--- src/design/fpsm_pkg.sv ---
package fpsm_pkg;

    // Configuration register indexes
    localparam logic [1:0] CFG_PATTERN_BYTES  = 2'd0;
    localparam logic [1:0] CFG_PATTERN_LENGTH = 2'd1;
    localparam logic [1:0] CFG_CASE_SENSITIVE = 2'd2;

    localparam logic [7:0] CHAR_UPPER_A = 8'h41;
    localparam logic [7:0] CHAR_UPPER_Z = 8'h5A;
    localparam logic [7:0] CASE_OFFSET  = 8'h20;

    // Broadcast to every cell of the row
    typedef struct packed {
        logic shift;   // a text byte transfers this cycle
        logic clear;   // that byte ends the text
        logic exact;   // no case folding
    } cell_ctrl_t;

    typedef struct packed {
        logic [31:0] match_start;
        logic [31:0] match_end;
        logic [31:0] match_total;
    } result_t;

    function automatic logic [7:0] fold_byte(input logic [7:0] c, input logic exact);
        logic [7:0] r;
        r = c;
        if (!exact && (c >= CHAR_UPPER_A) && (c <= CHAR_UPPER_Z))
        begin
            r = c + CASE_OFFSET;
        end
        return r;
    endfunction

endpackage

--- src/design/fpsm_cell.sv ---
module fpsm_cell
    import fpsm_pkg::*;
(
    input  logic       clk,
    input  logic       rst_n,
    input  cell_ctrl_t ctrl,
    input  logic       active,
    input  logic [7:0] pattern,
    input  logic [7:0] data_in,
    input  logic       valid_in,
    output logic [7:0] data_out,
    output logic       valid_out,
    output logic       hit
);

    logic [7:0] data_reg;
    logic       valid_reg;

    always_ff @(posedge clk)
    begin
        if (ctrl.shift)
        begin
            data_reg <= data_in;
        end
    end

    always_ff @(posedge clk or negedge rst_n)
    begin
        if (!rst_n)
        begin
            valid_reg <= 1'b0;
        end
        else if (ctrl.shift)
        begin
            valid_reg <= valid_in && !ctrl.clear;
        end
    end

    // Compare against the byte about to be stored (post-shift view)
    assign hit = !active ||
                 (valid_in && (fold_byte(data_in, ctrl.exact) == fold_byte(pattern, ctrl.exact)));

    assign data_out  = data_reg;
    assign valid_out = valid_reg;

endmodule

--- src/design/fpsm_out_queue.sv ---
module fpsm_out_queue
    import fpsm_pkg::*;
(
    input  logic    clk,
    input  logic    rst_n,
    input  logic    push,
    input  result_t push_data,
    output logic    full,
    output logic    out_valid,
    input  logic    out_ready,
    output result_t out_data
);

    result_t s0_reg, s0_next;
    result_t s1_reg, s1_next;
    logic    v0_reg, v0_next;
    logic    v1_reg, v1_next;
    logic    pop;

    assign pop = v0_reg && out_ready;

    // push is only offered while the second slot is empty
    always_comb
    begin
        s0_next = s0_reg;
        s1_next = s1_reg;
        v0_next = v0_reg;
        v1_next = v1_reg;
        if (pop)
        begin
            if (v1_reg)
            begin
                s0_next = s1_reg;
                v1_next = 1'b0;
            end
            else if (push)
            begin
                s0_next = push_data;
            end
            else
            begin
                v0_next = 1'b0;
            end
        end
        else if (push)
        begin
            if (v0_reg)
            begin
                s1_next = push_data;
                v1_next = 1'b1;
            end
            else
            begin
                s0_next = push_data;
                v0_next = 1'b1;
            end
        end
    end

    always_ff @(posedge clk)
    begin
        s0_reg <= s0_next;
        s1_reg <= s1_next;
    end

    always_ff @(posedge clk or negedge rst_n)
    begin
        if (!rst_n)
        begin
            v0_reg <= 1'b0;
            v1_reg <= 1'b0;
        end
        else
        begin
            v0_reg <= v0_next;
            v1_reg <= v1_next;
        end
    end

    assign full      = v1_reg;
    assign out_valid = v0_reg;
    assign out_data  = s0_reg;

endmodule

--- src/design/fixed_pattern_stream_matcher_top.sv ---
// Streaming fixed-pattern matcher. Text arrives one byte per transfer on the
// text channel; text_last marks the final byte of a text and resets position,
// history and blockout (the running match_total is kept). The block reports
// leftmost, non-overlapping occurrences of a pattern of 1..MAX_PATTERN bytes
// (pattern_length 0 acts as 1, values above MAX_PATTERN as MAX_PATTERN),
// optionally folding ASCII A-Z to lower case. Each match is one transfer on
// the match channel carrying start, exclusive end and running total.
// Rate: one text byte per cycle while text_ready is high. A row of MAX_PATTERN cells holds
// the byte history and compares every pattern position in the same cycle;
// the match decision is an AND across the row. A result enters the output
// queue with the byte that completes it. A two-entry output queue decouples
// the match channel: text_ready drops only while both entries hold unread
// results. Config: cfg_ready is always high; registers are 0 pattern_bytes,
// 1 pattern_length, 2 case_sensitive; other indexes are ignored. Writes take
// effect for the next byte.
module fixed_pattern_stream_matcher_top
    import fpsm_pkg::*;
#(
    parameter int MAX_PATTERN   = 8,
    parameter int POSITION_BITS = 32
)
(
    input  logic        clk,
    input  logic        rst_n,
    // text channel
    input  logic        text_valid,
    output logic        text_ready,
    input  logic [7:0]  text_byte,
    input  logic        text_last,
    // match channel
    output logic        match_valid,
    input  logic        match_ready,
    output logic [31:0] match_start,
    output logic [31:0] match_end,
    output logic [31:0] match_total,
    // configuration write channel
    input  logic        cfg_valid,
    output logic        cfg_ready,
    input  logic [1:0]  cfg_index,
    input  logic [63:0] cfg_data
);

    // Wide enough for MAX_PATTERN itself and for the 4-bit length register
    localparam int LEN_BITS = $clog2(MAX_PATTERN + 1);
    localparam int LW       = (LEN_BITS > 4) ? LEN_BITS : 4;

    // ---------------- configuration registers ----------------
    logic [63:0] pattern_bytes_reg;
    logic [3:0]  pattern_length_reg;
    logic        case_sensitive_reg;

    assign cfg_ready = 1'b1;

    always_ff @(posedge clk or negedge rst_n)
    begin
        if (!rst_n)
        begin
            pattern_bytes_reg  <= '0;
            pattern_length_reg <= 4'd1;
            case_sensitive_reg <= 1'b0;
        end
        else if (cfg_valid && cfg_ready)
        begin
            case (cfg_index)
                CFG_PATTERN_BYTES:  pattern_bytes_reg  <= cfg_data;
                CFG_PATTERN_LENGTH: pattern_length_reg <= cfg_data[3:0];
                CFG_CASE_SENSITIVE: case_sensitive_reg <= cfg_data[0];
                default:            ;
            endcase
        end
    end

    // Effective length: zero held at one, clamp at the row length
    logic [LW-1:0] len_ext;
    logic [LW-1:0] eff_len;

    always_comb
    begin
        len_ext = LW'(pattern_length_reg);
        if (len_ext == '0)
        begin
            eff_len = LW'(1);
        end
        else if (len_ext > LW'(MAX_PATTERN))
        begin
            eff_len = LW'(MAX_PATTERN);
        end
        else
        begin
            eff_len = len_ext;
        end
    end

    // ---------------- control state ----------------
    logic                     accept;
    logic                     all_hit;
    logic                     block_active;
    logic                     found;
    logic [POSITION_BITS-1:0] pos_reg, pos_next;
    logic [POSITION_BITS-1:0] end_pos;
    logic [POSITION_BITS-1:0] start_pos;
    logic [LW-1:0]            blockout_reg, blockout_next;
    logic [31:0]              total_reg, total_next;
    logic                     q_full;
    cell_ctrl_t               cell_ctrl;
    result_t                  new_result;
    result_t                  head_result;

    assign accept = text_valid && text_ready;
    assign text_ready = !q_full;

    assign cell_ctrl.shift = accept;
    assign cell_ctrl.clear = text_last;
    assign cell_ctrl.exact = case_sensitive_reg;

    // ---------------- cell row ----------------
    logic [7:0]             cell_data  [MAX_PATTERN];
    logic                   cell_valid [MAX_PATTERN];
    logic [MAX_PATTERN-1:0] cell_hit;

    for (genvar k = 0; k < MAX_PATTERN; k++)
    begin : g_cell
        logic [LW-1:0] sel;       // pattern index compared in this cell
        logic [7:0]    pat;
        logic [63:0]   shifted;
        logic          active;
        logic [7:0]    d_in;
        logic          v_in;

        assign active  = LW'(k) < eff_len;
        assign sel     = eff_len - LW'(k + 1);
        assign shifted = pattern_bytes_reg >> {sel[2:0], 3'b000};
        // pattern bytes past the 64-bit register read as zero
        assign pat     = (sel >= LW'(8)) ? 8'h00 : shifted[7:0];

        if (k == 0)
        begin : g_head
            assign d_in = text_byte;
            assign v_in = 1'b1;
        end
        else
        begin : g_body
            assign d_in = cell_data[k-1];
            assign v_in = cell_valid[k-1];
        end

        fpsm_cell u_cell
        (
            .clk       (clk),
            .rst_n     (rst_n),
            .ctrl      (cell_ctrl),
            .active    (active),
            .pattern   (pat),
            .data_in   (d_in),
            .valid_in  (v_in),
            .data_out  (cell_data[k]),
            .valid_out (cell_valid[k]),
            .hit       (cell_hit[k])
        );
    end

    assign all_hit      = &cell_hit;
    assign block_active = (blockout_reg != '0);
    assign found        = accept && !block_active && all_hit;

    // positions wrap at POSITION_BITS
    assign end_pos   = pos_reg + POSITION_BITS'(1);
    assign start_pos = end_pos - POSITION_BITS'(eff_len);

    always_comb
    begin
        pos_next      = pos_reg;
        blockout_next = blockout_reg;
        total_next    = total_reg;
        if (accept)
        begin
            pos_next = end_pos;
            if (block_active)
            begin
                blockout_next = blockout_reg - LW'(1);
            end
            else if (all_hit)
            begin
                blockout_next = eff_len - LW'(1);
                total_next    = total_reg + 32'd1;
            end
            if (text_last)
            begin
                pos_next      = '0;
                blockout_next = '0;
            end
        end
    end

    always_ff @(posedge clk or negedge rst_n)
    begin
        if (!rst_n)
        begin
            pos_reg      <= '0;
            blockout_reg <= '0;
            total_reg    <= '0;
        end
        else
        begin
            pos_reg      <= pos_next;
            blockout_reg <= blockout_next;
            total_reg    <= total_next;
        end
    end

    assign new_result.match_start = 32'(start_pos);
    assign new_result.match_end   = 32'(end_pos);
    assign new_result.match_total = total_reg + 32'd1;

    // ---------------- output queue ----------------
    fpsm_out_queue u_queue
    (
        .clk       (clk),
        .rst_n     (rst_n),
        .push      (found),
        .push_data (new_result),
        .full      (q_full),
        .out_valid (match_valid),
        .out_ready (match_ready),
        .out_data  (head_result)
    );

    assign match_start = head_result.match_start;
    assign match_end   = head_result.match_end;
    assign match_total = head_result.match_total;

    // ---------------- assertions ----------------
    // end of text clears position and blockout
    a_last_clears: assert property (@(posedge clk) disable iff (!rst_n)
        accept && text_last |=> (pos_reg == '0) && (blockout_reg == '0))
        else $error("text end did not clear position/blockout");

    // a match mid-text bars the next len-1 bytes
    a_blockout_load: assert property (@(posedge clk) disable iff (!rst_n)
        found && !text_last |=> blockout_reg == ($past(eff_len) - LW'(1)))
        else $error("blockout not loaded after match");

    // after a found match, the queue offers a result on the next cycle
    a_match_offered: assert property (@(posedge clk) disable iff (!rst_n)
        found |=> match_valid)
        else $error("match lost in output queue");

    // input stalls only while results are waiting
    a_stall_reason: assert property (@(posedge clk) disable iff (!rst_n)
        !text_ready |-> match_valid)
        else $error("text stalled with no pending match");

endmodule
--- config.mk ---
export PLATFORM = sky130hd
export DESIGN_NAME = fixed_pattern_stream_matcher_top
export DESIGN_NICKNAME = d
export VERILOG_FILES = /design/src/design/fpsm_pkg.sv /design/src/design/fpsm_cell.sv /design/src/design/fpsm_out_queue.sv /design/src/design/fixed_pattern_stream_matcher_top.sv
export SDC_FILE = /design/constraint.sdc
export NUM_CORES = 1
export LEC_CHECK = 0
export ABC_AREA = 1
export BUFFER_PORTS_ARGS = -buffer_cell sky130_fd_sc_hd__buf_4
export CAP_MARGIN = 20
export CORE_ASPECT_RATIO = 1.5
export CORE_UTILIZATION = 55
export CTS_BUF_LIST = sky130_fd_sc_hd__clkbuf_16
export DETAILED_ROUTE_END_ITERATION = 12
export PLACE_DENSITY = 0.71
export SLEW_MARGIN = 30
export SYNTH_ARGS = -nofsm -noshare
export SYNTH_HDL_FRONTEND = slang
export SYNTH_SLANG_ARGS = --single-unit
--- constraint.sdc ---
create_clock -name clk -period 23 [get_ports clk]
set_input_delay 0 -clock clk [delete_from_list [all_inputs] [get_ports clk]]
set_output_delay 0 -clock clk [all_outputs]
set_load 0.05 [all_outputs]
==> results.tsv, run 1 <==
stage	metric	value	unit
clocking	cts-htree-levels	2	
place	place_area	23500	um^2
drt	wl	67.1	mm
power	ir_drop	85.0	uV
clocking	cts_tree	yes	
floorplanning	ios	179	
clocking	post_cts_resized	0	
grt	grt_use_total	33.6	%
clocking	clock-sinks	394	
place	gp_congestion	1.00	
sta	worst_pin_slew	0.914	ns
critical_path	crit_type	reg -> reg	
synth	syn_area	21900	um^2
critical_path	worst-path-buf-inv	8	
synth	ys_ff_latch	394	
drt	viasPerCell	5.64	
sta	layout_setup_ws	16.37	ns
finish	mostFrequentLayoutCells	628 x nand2_1, 380 x nand3_1, 332 x inv_1	
floorplanning	start_util	55.6	%
critical_path	critical_path.most_common_cell	nand2_1	
sta	fmax	151	MHz
grt	gr-total-overflow	0	
synth	ys_types	59	
critical_path	required	23.18	ns
sta	min_period_over_period	28.8	%
floorplanning	die_y	246	um
power	power_leakage	11.8	nW
clocking	cts.path.max_buffers	3	
grt	antenna_found_initial	0	
clocking	clk-insertion-delay-late	0.56	ns
floorplanning	core_area	39300	um^2
critical_path	slowest_stage	buf_6	
place	place_ws	16.36	ns
sta	finClkSkew	0.0207	ns
grt	grt_pass1_wl	102	mm
run	cap_violations	0	
synth	syn-mean-instance-area	8.35	um^2
finish	nets	2971	
critical_path	cp_data_arrival_time	6.81	ns
drt	drtIter0Drc	1579	
floorplanning	die_x	165	um
synth	synthCells	2619	
sta	timing.final.max_slew_violations	0	
sta	slew_headroom	39.1	%
finish	layout-drive-gt1-share	11.1	%
critical_path	end_kind	flip-flop	
run_status	status	complete, but fails checks	
synth	yosysWarnings	0	
clocking	post_cts_buffers	0	
place	io_buffers	177	
finish	area_delta_synth_final	17.9	%
drt	vias	19106	
synth	synth_seq_area_share	50.8	%
clocking	ctsHoldBuffers	96	
sta	fin_crit	6.63	ns
critical_path	startpoint_type	flip-flop	
finish	layout_commonest_cell	nand2_1	
run_status	violations	design-rule violations	
drt	ant_nets	0	
critical_path	cp_cell_sequence	buf_4 -> inv_4 -> nand2_1 -> buf_4 -> ha_1 -> inv_1 -> nand3_1 -> nand3_1 -> inv_1 -> ha_1 -> inv_1 -> nand4_1 -> nand3_1 -> nand2_1 -> nor2_1 -> nand2_1 -> nand2_1 -> nand2_1 -> nor2_2 -> nand3_2 -> buf_4 -> nor2_4 -> buf_6	
clocking	clockRootBuffer	clkbuf_16	
finish	final_cell_area	25800	um^2
power	powerDensity	80.2	nW/um^2
clocking	cts_buffers	39	
floorplanning	rows	89	
clocking	clk_pin_slew	0.06	ns
grt	grt_max_degree	101	
drt	wl_per_cell	19.8	um
floorplanning	die-area	40600	um^2
finish	fin_cells	3387	
sta	setup_viol	0	
sta	rsz0062_at_grt	no	
finish	antenna_cells	0	
sta	finalSetupTns	0	ns
critical_path	slowest_delay	0.64	ns
drt	drt_pre_antenna_iters	10	
grt	first_global_vias	18505	
place	hpwl	48.6	mm
finish	final_util	65.5	%
drt	drc_errors	2	
critical_path	cpLargestDelayFamily	buffers and inverters	
sta	timing_hold_violations_final	0	
critical_path	crit_fanout	78	
place	placed_cells	3220	
synth	syn_nets	2733	
hold_path	hold_class	in -> reg	
## cell usage after synthesis (all sizes together)
| cell | n | area [um^2] |
|---|---|---|
| clkbuf | 46 | 173 |
| o21a | 1 | 7.51 |
| nor2 | 215 | 846 |
| or2 | 11 | 68.8 |
| edfxtp | 248 | 7450 |
| nor3 | 42 | 225 |
| xor2 | 77 | 674 |
| nand2 | 635 | 2420 |
| o21bai | 5 | 37.5 |
| o31ai | 1 | 7.51 |
| nand3b | 7 | 52.6 |
| or4 | 2 | 15.0 |
| clkinv | 3 | 11.3 |
| mux2i | 2 | 20.0 |
| a31oi | 3 | 18.8 |
| dfrtp | 145 | 3630 |
| nand4 | 59 | 369 |
| a211oi | 2 | 15.0 |
| inv | 337 | 1270 |
| fa | 1 | 20.0 |
| a21oi | 89 | 457 |
| a211o | 1 | 8.76 |
| ha | 33 | 413 |
| mux2 | 2 | 22.5 |
| nand3 | 385 | 1950 |
| dfstp | 1 | 26.3 |
| a22o | 1 | 8.76 |
| a21boi | 1 | 7.51 |
| nor4 | 17 | 106 |
| conb | 1 | 3.75 |
| a32oi | 1 | 8.76 |
| o22ai | 33 | 206 |
| nor3b | 1 | 18.8 |
| and3 | 3 | 18.8 |
| and2 | 11 | 68.8 |
| o211ai | 8 | 60.1 |
| o21ai | 128 | 689 |
| a21o | 1 | 7.51 |
| buf | 45 | 278 |
| xnor2 | 15 | 169 |
## metrics by stage
stage	hold slack (ns)	total power [mW]
floorplan	-0.296	1.21
global placement	0.164	1.38
detailed placement	0.188	1.39
CTS	0.0296	2.06
global route	0.0930	2.16
finish	0.0480	2.07
## metal layers
layer	share of wire, %	vias to the layer above	GRT usage, %
met2	51	680	59.1
met3	4.7	215	3.86
li1	-	9175	-
met4	9.0	0	27.0
met5	0	-	0
met1	35	9036	35.9
## power by group
| group | internal (mW) | switching, mW | total (mW) |
|---|---|---|---|
| registers | 0.773 | 0.0102 | 0.783 |
| clock network | 0.364 | 0.285 | 0.649 |
| logic | 0.188 | 0.446 | 0.634 |
| total | 1.32 | 0.741 | 2.07 |
## worst paths after layout
check	from	end	slack, ns	depth (start not counted)
min	text_valid	blockout_reg[3]$_DFFE_PN0P_	0.05	4
min reg2reg	g_cell[1].u_cell.data_out[2]$_DFFE_PP_	g_cell[2].u_cell.data_out[2]$_DFFE_PP_	0.44	0
max in group asynchronous	rst_n	total_reg[8]$_DFFE_PN0P_	21.55	3
max reg2reg	len_ext[3]$_DFFE_PN0P_	u_queue.s1_reg[94]$_DFFE_PP_	16.37	23
max	len_ext[3]$_DFFE_PN0P_	u_queue.s1_reg[94]$_DFFE_PP_	16.37	23
min in group asynchronous	rst_n	pattern_bytes_reg[24]$_DFFE_PN0P_	0.09	2
## worst register-to-register path, delay by kind of cell (launching register included)
| family | cells | cell delay (ns) |
|---|---|---|
| buffers and inverters | 8 | 2.61 |
| AND/OR/NAND/NOR | 13 | 2.31 |
| adder cells (fa/ha/maj) | 2 | 0.89 |
| flip-flops | 1 | 0.32 |
## area by class of cell
cell class	count	area, um^2
clock buffer	40	1000
sequential	394	11100
multi-input combinational	1794	9070
inverter	340	1280
fill	3219	13500
tap	500	626
clock inverter	31	274
timing repair buffer	288	2410
## logic make-up after synthesis
family / synth area share (%)
AND/OR/NAND/NOR: 28.2
buffers and inverters: 7.91
flip-flops: 50.8
AO/OA/AOI/OAI: 7.05
XOR/XNOR: 3.86
adder cells (fa/ha/maj): 1.98
multiplexers: 0.195
other: 0.0172
(Power assumes the default switching activity.)
==> run 2, diff against run 1 <==
==> constraint.sdc (replaced) <==
create_clock -name clk -period 6.45 [get_ports clk]
set_input_delay 0 -clock clk [delete_from_list [all_inputs] [get_ports clk]]
set_output_delay 0 -clock clk [all_outputs]
set_load 0.05 [all_outputs]
==> results.tsv, run 2 (synthesized netlist as in run 1, its figures left out) <==
stage	metric	value	unit	change
sta	worst_pin_slew	0.935	ns	+0.0213 ns
power	p_sw_share	36.5	%	+0.58 points
drt	drc_errors	0		-2
critical_path	crit_fanout	78		unchanged
finish	layout-drive-gt1-share	11.1	%	about the same
clocking	cts_buffers	37		-5.1%
critical_path	startpoint_type	flip-flop		
power	powerDensity	284	nW/um^2	+250%
power	clkPwrFrac	30.1	%	-1.3 points
clocking	cts-htree-levels	2		unchanged
hold_path	hold_class	in -> async		
grt	busiest_layer	met2		
clocking	clk_pin_slew	0.07	ns	about the same
sta	min_period_over_period	80.3	%	+51 points
sta	hold_slack	0.00544	ns	-0.0426 ns
floorplanning	rows	89		unchanged
drt	ant_nets	0		unchanged
drt	viasPerCell	5.74		+1.7%
grt	grt_max_degree	98		-3.0%
clocking	cts_tree	yes		
finish	fillers	3192		-0.84%
drt	drtIter0Drc	1445		-8.5%
clocking	post_cts_buffers	0		unchanged
grt	gr-usage-met2	61.5	%	+2.3 points
finish	final_util	65.3	%	-0.25 points
floorplanning	die-area	40600	um^2	unchanged
drt	wl_per_cell	20.3	um	+2.7%
finish	multi_input_area	9070	um^2	unchanged
critical_path	crit_type	reg -> reg		
power	power_leakage	11.8	nW	-0.42%
clocking	clock-sinks	394		unchanged
finish	layout_commonest_cell	nand2_1		
grt	first_global_vias	18906		+2.2%
floorplanning	ios	179		unchanged
place	hpwl	50.5	mm	+4.0%
place	place_ws	1.38	ns	-14.98 ns
clocking	clk-insertion-delay-late	0.55	ns	about the same
power	pwr-share-seq	38.3	%	+0.4 points
grt	use_met3	3.79	%	-0.067 points
sta	fin_crit	5.18	ns	-1.45 ns
power	totalPowerFinal	7.30	mW	+250%
grt	grt_use_total	34.2	%	+0.62 points
sta	setup_viol	0		unchanged
sta	fmax	193	MHz	+28%
critical_path	end_kind	flip-flop		
floorplanning	die_y	246	um	unchanged
power	p_switching	2.66	mW	+260%
grt	grt_use_met1	36.7	%	+0.80 points
sta	timing.final.max_slew_violations	0		unchanged
run_status	status	completed		
critical_path	cp_data_arrival_time	5.49	ns	-1.32 ns
finish	mostFrequentLayoutCells	628 x nand2_1, 380 x nand3_1, 329 x inv_1		
clocking	clockRootBuffer	clkbuf_16		
sta	layout_setup_ws	1.27	ns	-15.10 ns
floorplanning	die_x	165	um	unchanged
power	combPwrFrac	31.6	%	+0.9 points
grt	grt_pass1_wl	104	mm	+2.2%
clocking	post_cts_resized	0		unchanged
drt	wl	68.7	mm	+2.5%
finish	nets	2964		-0.24%
power	ir_drop	281	uV	+230%
floorplanning	start_util	55.6	%	unchanged
drt	drt_pre_antenna_iters	5		-5
sta	slew_headroom	37.5	%	-1.6 points
power	internal_power	4.64	mW	+250%
sta	finClkSkew	0.0156	ns	-0.00518 ns
place	io_buffers	177		unchanged
clocking	ctsHoldBuffers	87		-9.4%
sta	finalSetupTns	0	ns	unchanged
sta	rsz0062_at_grt	no		
floorplanning	core_area	39300	um^2	unchanged
place	gp_congestion	1.02		+2.1%
run	cap_violations	0		unchanged
sta	timing_hold_violations_final	0		unchanged
finish	area_delta_synth_final	17.4	%	
grt	gr-total-overflow	0		unchanged
grt	antenna_found_initial	0		unchanged
critical_path	required	6.76	ns	-16.42 ns
clocking	cts.path.max_buffers	3		unchanged
finish	antenna_cells	0		unchanged
finish	regArea	11100	um^2	unchanged
drt	vias	19387		+1.5%
## run 2: cell count changes in the layout (fill, tap and decap cells not counted), sizes merged
cell	before	now
inv	350	344
clkbuf	41	38
buf	191	196
clkinv	15	22
clkinvlp	2	1
dlygate4sd3	96	87
bufinv	4	3
## run 2: routing by layer
layer | vias up | wire length [um] | part of all wire, %
met5 | - | 0 | 0
met4 | 0 | 5540 | 8.1
met3 | 223 | 3400 | 4.9
met2 | 766 | 35300 | 51
met1 | 9217 | 24500 | 36
li1 | 9181 | - | -
## run 2: final timing paths
path | from | end | slack (ns) | cells after the start
max | len_ext[2]$_DFFE_PN0P_ | u_queue.out_data[90]$_DFFE_PP_ | 1.27 | 20
min | rst_n | pattern_bytes_reg[30]$_DFFE_PN0P_ | 0.005 | 2
max reg2reg | len_ext[2]$_DFFE_PN0P_ | u_queue.out_data[90]$_DFFE_PP_ | 1.27 | 20
min reg2reg | g_cell[1].u_cell.data_out[2]$_DFFE_PP_ | g_cell[2].u_cell.data_out[2]$_DFFE_PP_ | 0.46 | 0
max in group asynchronous | rst_n | total_reg[11]$_DFFE_PN0P_ | 5.13 | 3
min in group clk | cfg_valid | len_ext[0]$_DFFE_PN1P_ | 0.01 | 3
## run 2: power by group through the flow
| stage | Combinational (mW) | Sequential (mW) | Clock, mW |
|---|---|---|---|
| 6_report | 2.30 | 2.79 | 2.20 |
| 5_1_grt | 2.49 | 2.80 | 2.31 |
| 4_1_cts | 2.24 | 2.79 | 2.23 |
| 3_5_place_dp | 2.18 | 2.84 | 0 |
| 3_3_place_gp | 2.15 | 2.84 | 0 |
| 2_1_floorplan | 1.49 | 2.83 | 0 |
## run 2: per-stage QoR
stage / instance area [um^2] / instances
6_report: 25700 / 3379
5_1_grt: 25700 / 3379
4_1_cts: 25700 / 3379
3_5_place_dp: 23600 / 3224
3_3_place_gp: 23600 / 3224
2_1_floorplan: 21900 / 2619
## run 2: cell type report
class	count	area share [%]
inverter	340	4.98
timing repair buffer	283	9.30
tap	500	2.44
clock buffer	38	3.71
multi-input combinational	1794	35.3
clock inverter	30	0.970
sequential	394	43.3
## run 2: critical path, stage by stage, from the launching register on
cell and delay (ns):
dfrtp_1 0.50, nor2_8 0.25, nand2_8 0.25, nand2_4 0.18, buf_12 0.32, ha_1 0.26, inv_1 0.06, fa_1 0.40
a31oi_1 0.47, nand4_1 0.30, nor3_2 0.37, nand4_1 0.22, nor2_1 0.21, nand2_1 0.13, nor2_1 0.22, nand2_1 0.17
nor2_1 0.21, nand2_1 0.07, and2_1 0.18, nand2_1 0.06, nand2_1 0.05
==> run 3, diff against run 2 <==
==> constraint.sdc (replaced) <==
create_clock -name clk -period 5.25 [get_ports clk]
set_input_delay 0 -clock clk [delete_from_list [all_inputs] [get_ports clk]]
set_output_delay 0 -clock clk [all_outputs]
set_load 0.05 [all_outputs]
==> results.tsv, run 3 (synthesized netlist as in run 1, its figures left out) <==
stage	metric	value	unit	change
run_status	status	complete, but fails checks		
run_status	violations	negative hold slack		
sta	hold_slack	-0.0353	ns	-0.0407 ns
place	io_buffers	177		unchanged
clocking	clock-sinks	394		unchanged
sta	rsz0062_at_grt	no		
finish	nets	2979		+0.51%
sta	timing_hold_violations_final	5		+5
drt	vias	19453		+0.34%
finish	layout-drive-gt1-share	11.7	%	+0.63 points
sta	layout_setup_ws	0.272	ns	-0.999 ns
place	place_ws	0.449	ns	-0.932 ns
critical_path	crit_start	len_ext[3]$_DFFE_PN0P_		
floorplanning	die_y	246	um	unchanged
drt	wl	70.3	mm	+2.3%
drt	drc_errors	0		unchanged
sta	min_period_over_period	94.8	%	+15 points
power	totalPowerFinal	9.20	mW	+26%
critical_path	r2r-start	len_ext[3]$_DFFE_PN0P_		
finish	regArea	11100	um^2	unchanged
clocking	cts_tree	yes		
sta	worst_pin_slew	0.862	ns	-0.0730 ns
floorplanning	start_util	55.6	%	unchanged
grt	antenna_found_initial	1		+1
critical_path	end_kind	flip-flop		
grt	grt_use_total	35.3	%	+1.1 points
critical_path	startpoint_type	flip-flop		
run	cap_violations	0		unchanged
critical_path	crit_fanout	40		-49%
grt	first_global_vias	19358		+2.4%
sta	slew_headroom	42.5	%	+5.0 points
finish	final_cell_area	25900	um^2	+0.98%
grt	grt_max_degree	83		-15%
power	power_leakage	11.9	nW	+1.3%
sta	timing.final.max_slew_violations	0		unchanged
floorplanning	die_x	165	um	unchanged
floorplanning	rows	89		unchanged
sta	finClkSkew	0.0308	ns	+0.0152 ns
power	powerDensity	355	nW/um^2	+25%
place	hpwl	50.8	mm	+0.57%
hold_path	hold_class	in -> async		
clocking	clockRootBuffer	clkbuf_16		
sta	finalSetupTns	0	ns	unchanged
drt	drtIter0Drc	1792		+24%
drt	wl_per_cell	20.7	um	+1.7%
drt	drt_pre_antenna_iters	5		unchanged
finish	fillers	3137		-1.7%
finish	multi_input_area	9070	um^2	about the same
critical_path	crit_type	reg -> reg		
critical_path	worst_r2r_path_depth	24		+20%
place	gp_congestion	1.00		-2.0%
place	place_area	23800	um^2	+0.77%
grt	grt_pass1_wl	107	mm	+2.7%
sta	fmax	201	MHz	+4.0%
clocking	cts_buffers	40		+8.1%
sta	fin_crit	4.98	ns	-0.201 ns
drt	ant_nets	0		unchanged
floorplanning	die-area	40600	um^2	unchanged
clocking	clk_pin_slew	0.07	ns	about the same
grt	gr-total-overflow	0		unchanged
clocking	cts.path.max_buffers	3		unchanged
finish	area_delta_synth_final	18.6	%	
finish	mostFrequentLayoutCells	627 x nand2_1, 380 x nand3_1, 335 x inv_1		
drt	viasPerCell	5.73		-0.19%
critical_path	crit_end	u_queue.out_data[13]$_DFFE_PP_		
critical_path	cp_data_arrival_time	5.21	ns	-0.28 ns
clocking	cts-htree-levels	2		unchanged
floorplanning	ios	179		unchanged
sta	setup_viol	0		unchanged
power	ir_drop	356	uV	+27%
critical_path	reg2reg_setup_slack	0.27	ns	-1.00 ns
finish	layout_commonest_cell	nand2_1		
floorplanning	core_area	39300	um^2	unchanged
critical_path	required	5.48	ns	-1.28 ns
clocking	clk-insertion-delay-late	0.56	ns	about the same
critical_path	r2r_end	u_queue.out_data[13]$_DFFE_PP_		
## run 3: cell count changes in the layout (fill, tap and decap cells not counted), sizes merged, moves of 3 or more
| cell | previous run | this run |
|---|---|---|
| buf | 196 | 214 |
| clkbuf | 38 | 41 |
| clkinv | 22 | 17 |
| dlygate4sd3 | 87 | 81 |
| inv | 344 | 349 |
## run 3: cell type report
type	count	share of cell area (%)
clock buffers	41	3.96
well taps	500	2.41
flip-flops and latches	394	42.8
inverters	340	4.94
repair buffers	295	9.76
diodes	1	0.00966
clock inverters	32	1.06
multi-input cells	1794	35.0
## run 3: how the worst min path moves through the flow
| stage | slack [ns] | cells past startpoint | from | endpoint |
|---|---|---|---|---|
| 3_5_place_dp | 0.16 | 1 | rst_n | pattern_bytes_reg[22]$_DFFE_PN0P_ |
| 6_report | -0.04 | 2 | rst_n | pattern_bytes_reg[22]$_DFFE_PN0P_ |
| 3_3_place_gp | 0.11 | 1 | rst_n | g_cell[0].u_cell.valid_out$_DFFE_PN0P_ |
| 4_1_cts | 0.05 | 4 | text_valid | pos_reg[23]$_DFFE_PN0P_ |
| 2_1_floorplan | -0.30 | 0 | rst_n | blockout_reg[0]$_DFFE_PN0P_ |
| 5_1_grt | 0.007 | 2 | rst_n | pattern_bytes_reg[22]$_DFFE_PN0P_ |
## run 3: critical path: stages (launching register included)
cell	delay, ns
dfrtp_1	0.52
inv_4	0.17
nand2_2	0.18
inv_2	0.29
ha_1	0.27
inv_1	0.07
nor2_1	0.10
or2_0	0.60
nand3_1	0.37
nand2_1	0.17
inv_1	0.05
nand2_1	0.12
inv_1	0.06
nor2_2	0.13
nand2_1	0.10
nand2_1	0.07
nand2_1	0.05
nand2_1	0.05
nand2_1	0.05
nand2_1	0.06
nand2_1	0.06
nor2_2	0.18
nand3_2	0.19
a21boi_4	0.40
buf_12	0.29
## run 3: timing repair
action	CTS	global route
buffers inserted	0	0
resized for setup	0	0
endpoints found under the hold margin	165	0
hold buffers	81	0
## run 3: power by group
part	switching (mW)	total, mW	internal (mW)	leakage, nW
logic	2.07	2.91	0.847	7.39
clock network	1.22	2.84	1.62	0.667
registers	0.0548	3.44	3.39	3.88
## run 3: metrics by stage
| step | std cells | hold WS, ns | utilization, % |
|---|---|---|---|
| after global placement | 3241 | 0.111 | 60.5 |
| after global routing | 3397 | 0.00686 | 65.9 |
| after floorplan | 2619 | -0.296 | - |
| after detailed placement | 3241 | 0.158 | 60.5 |
| final | 3397 | -0.0353 | 65.9 |
| after CTS | 3395 | 0.0534 | 65.8 |
## run 3: metal layers
| metal | share of wire [%] | routed length (um) | GRT usage, % | up-vias |
|---|---|---|---|---|
| met1 | 34 | 24100 | 36.3 | 9247 |
| met2 | 51 | 36100 | 63.3 | 776 |
| met5 | 0 | 0 | 0 | - |
| met3 | 5.2 | 3690 | 4.98 | 227 |
| li1 | - | - | - | 9203 |
| met4 | 9.1 | 6380 | 27.8 | 0 |
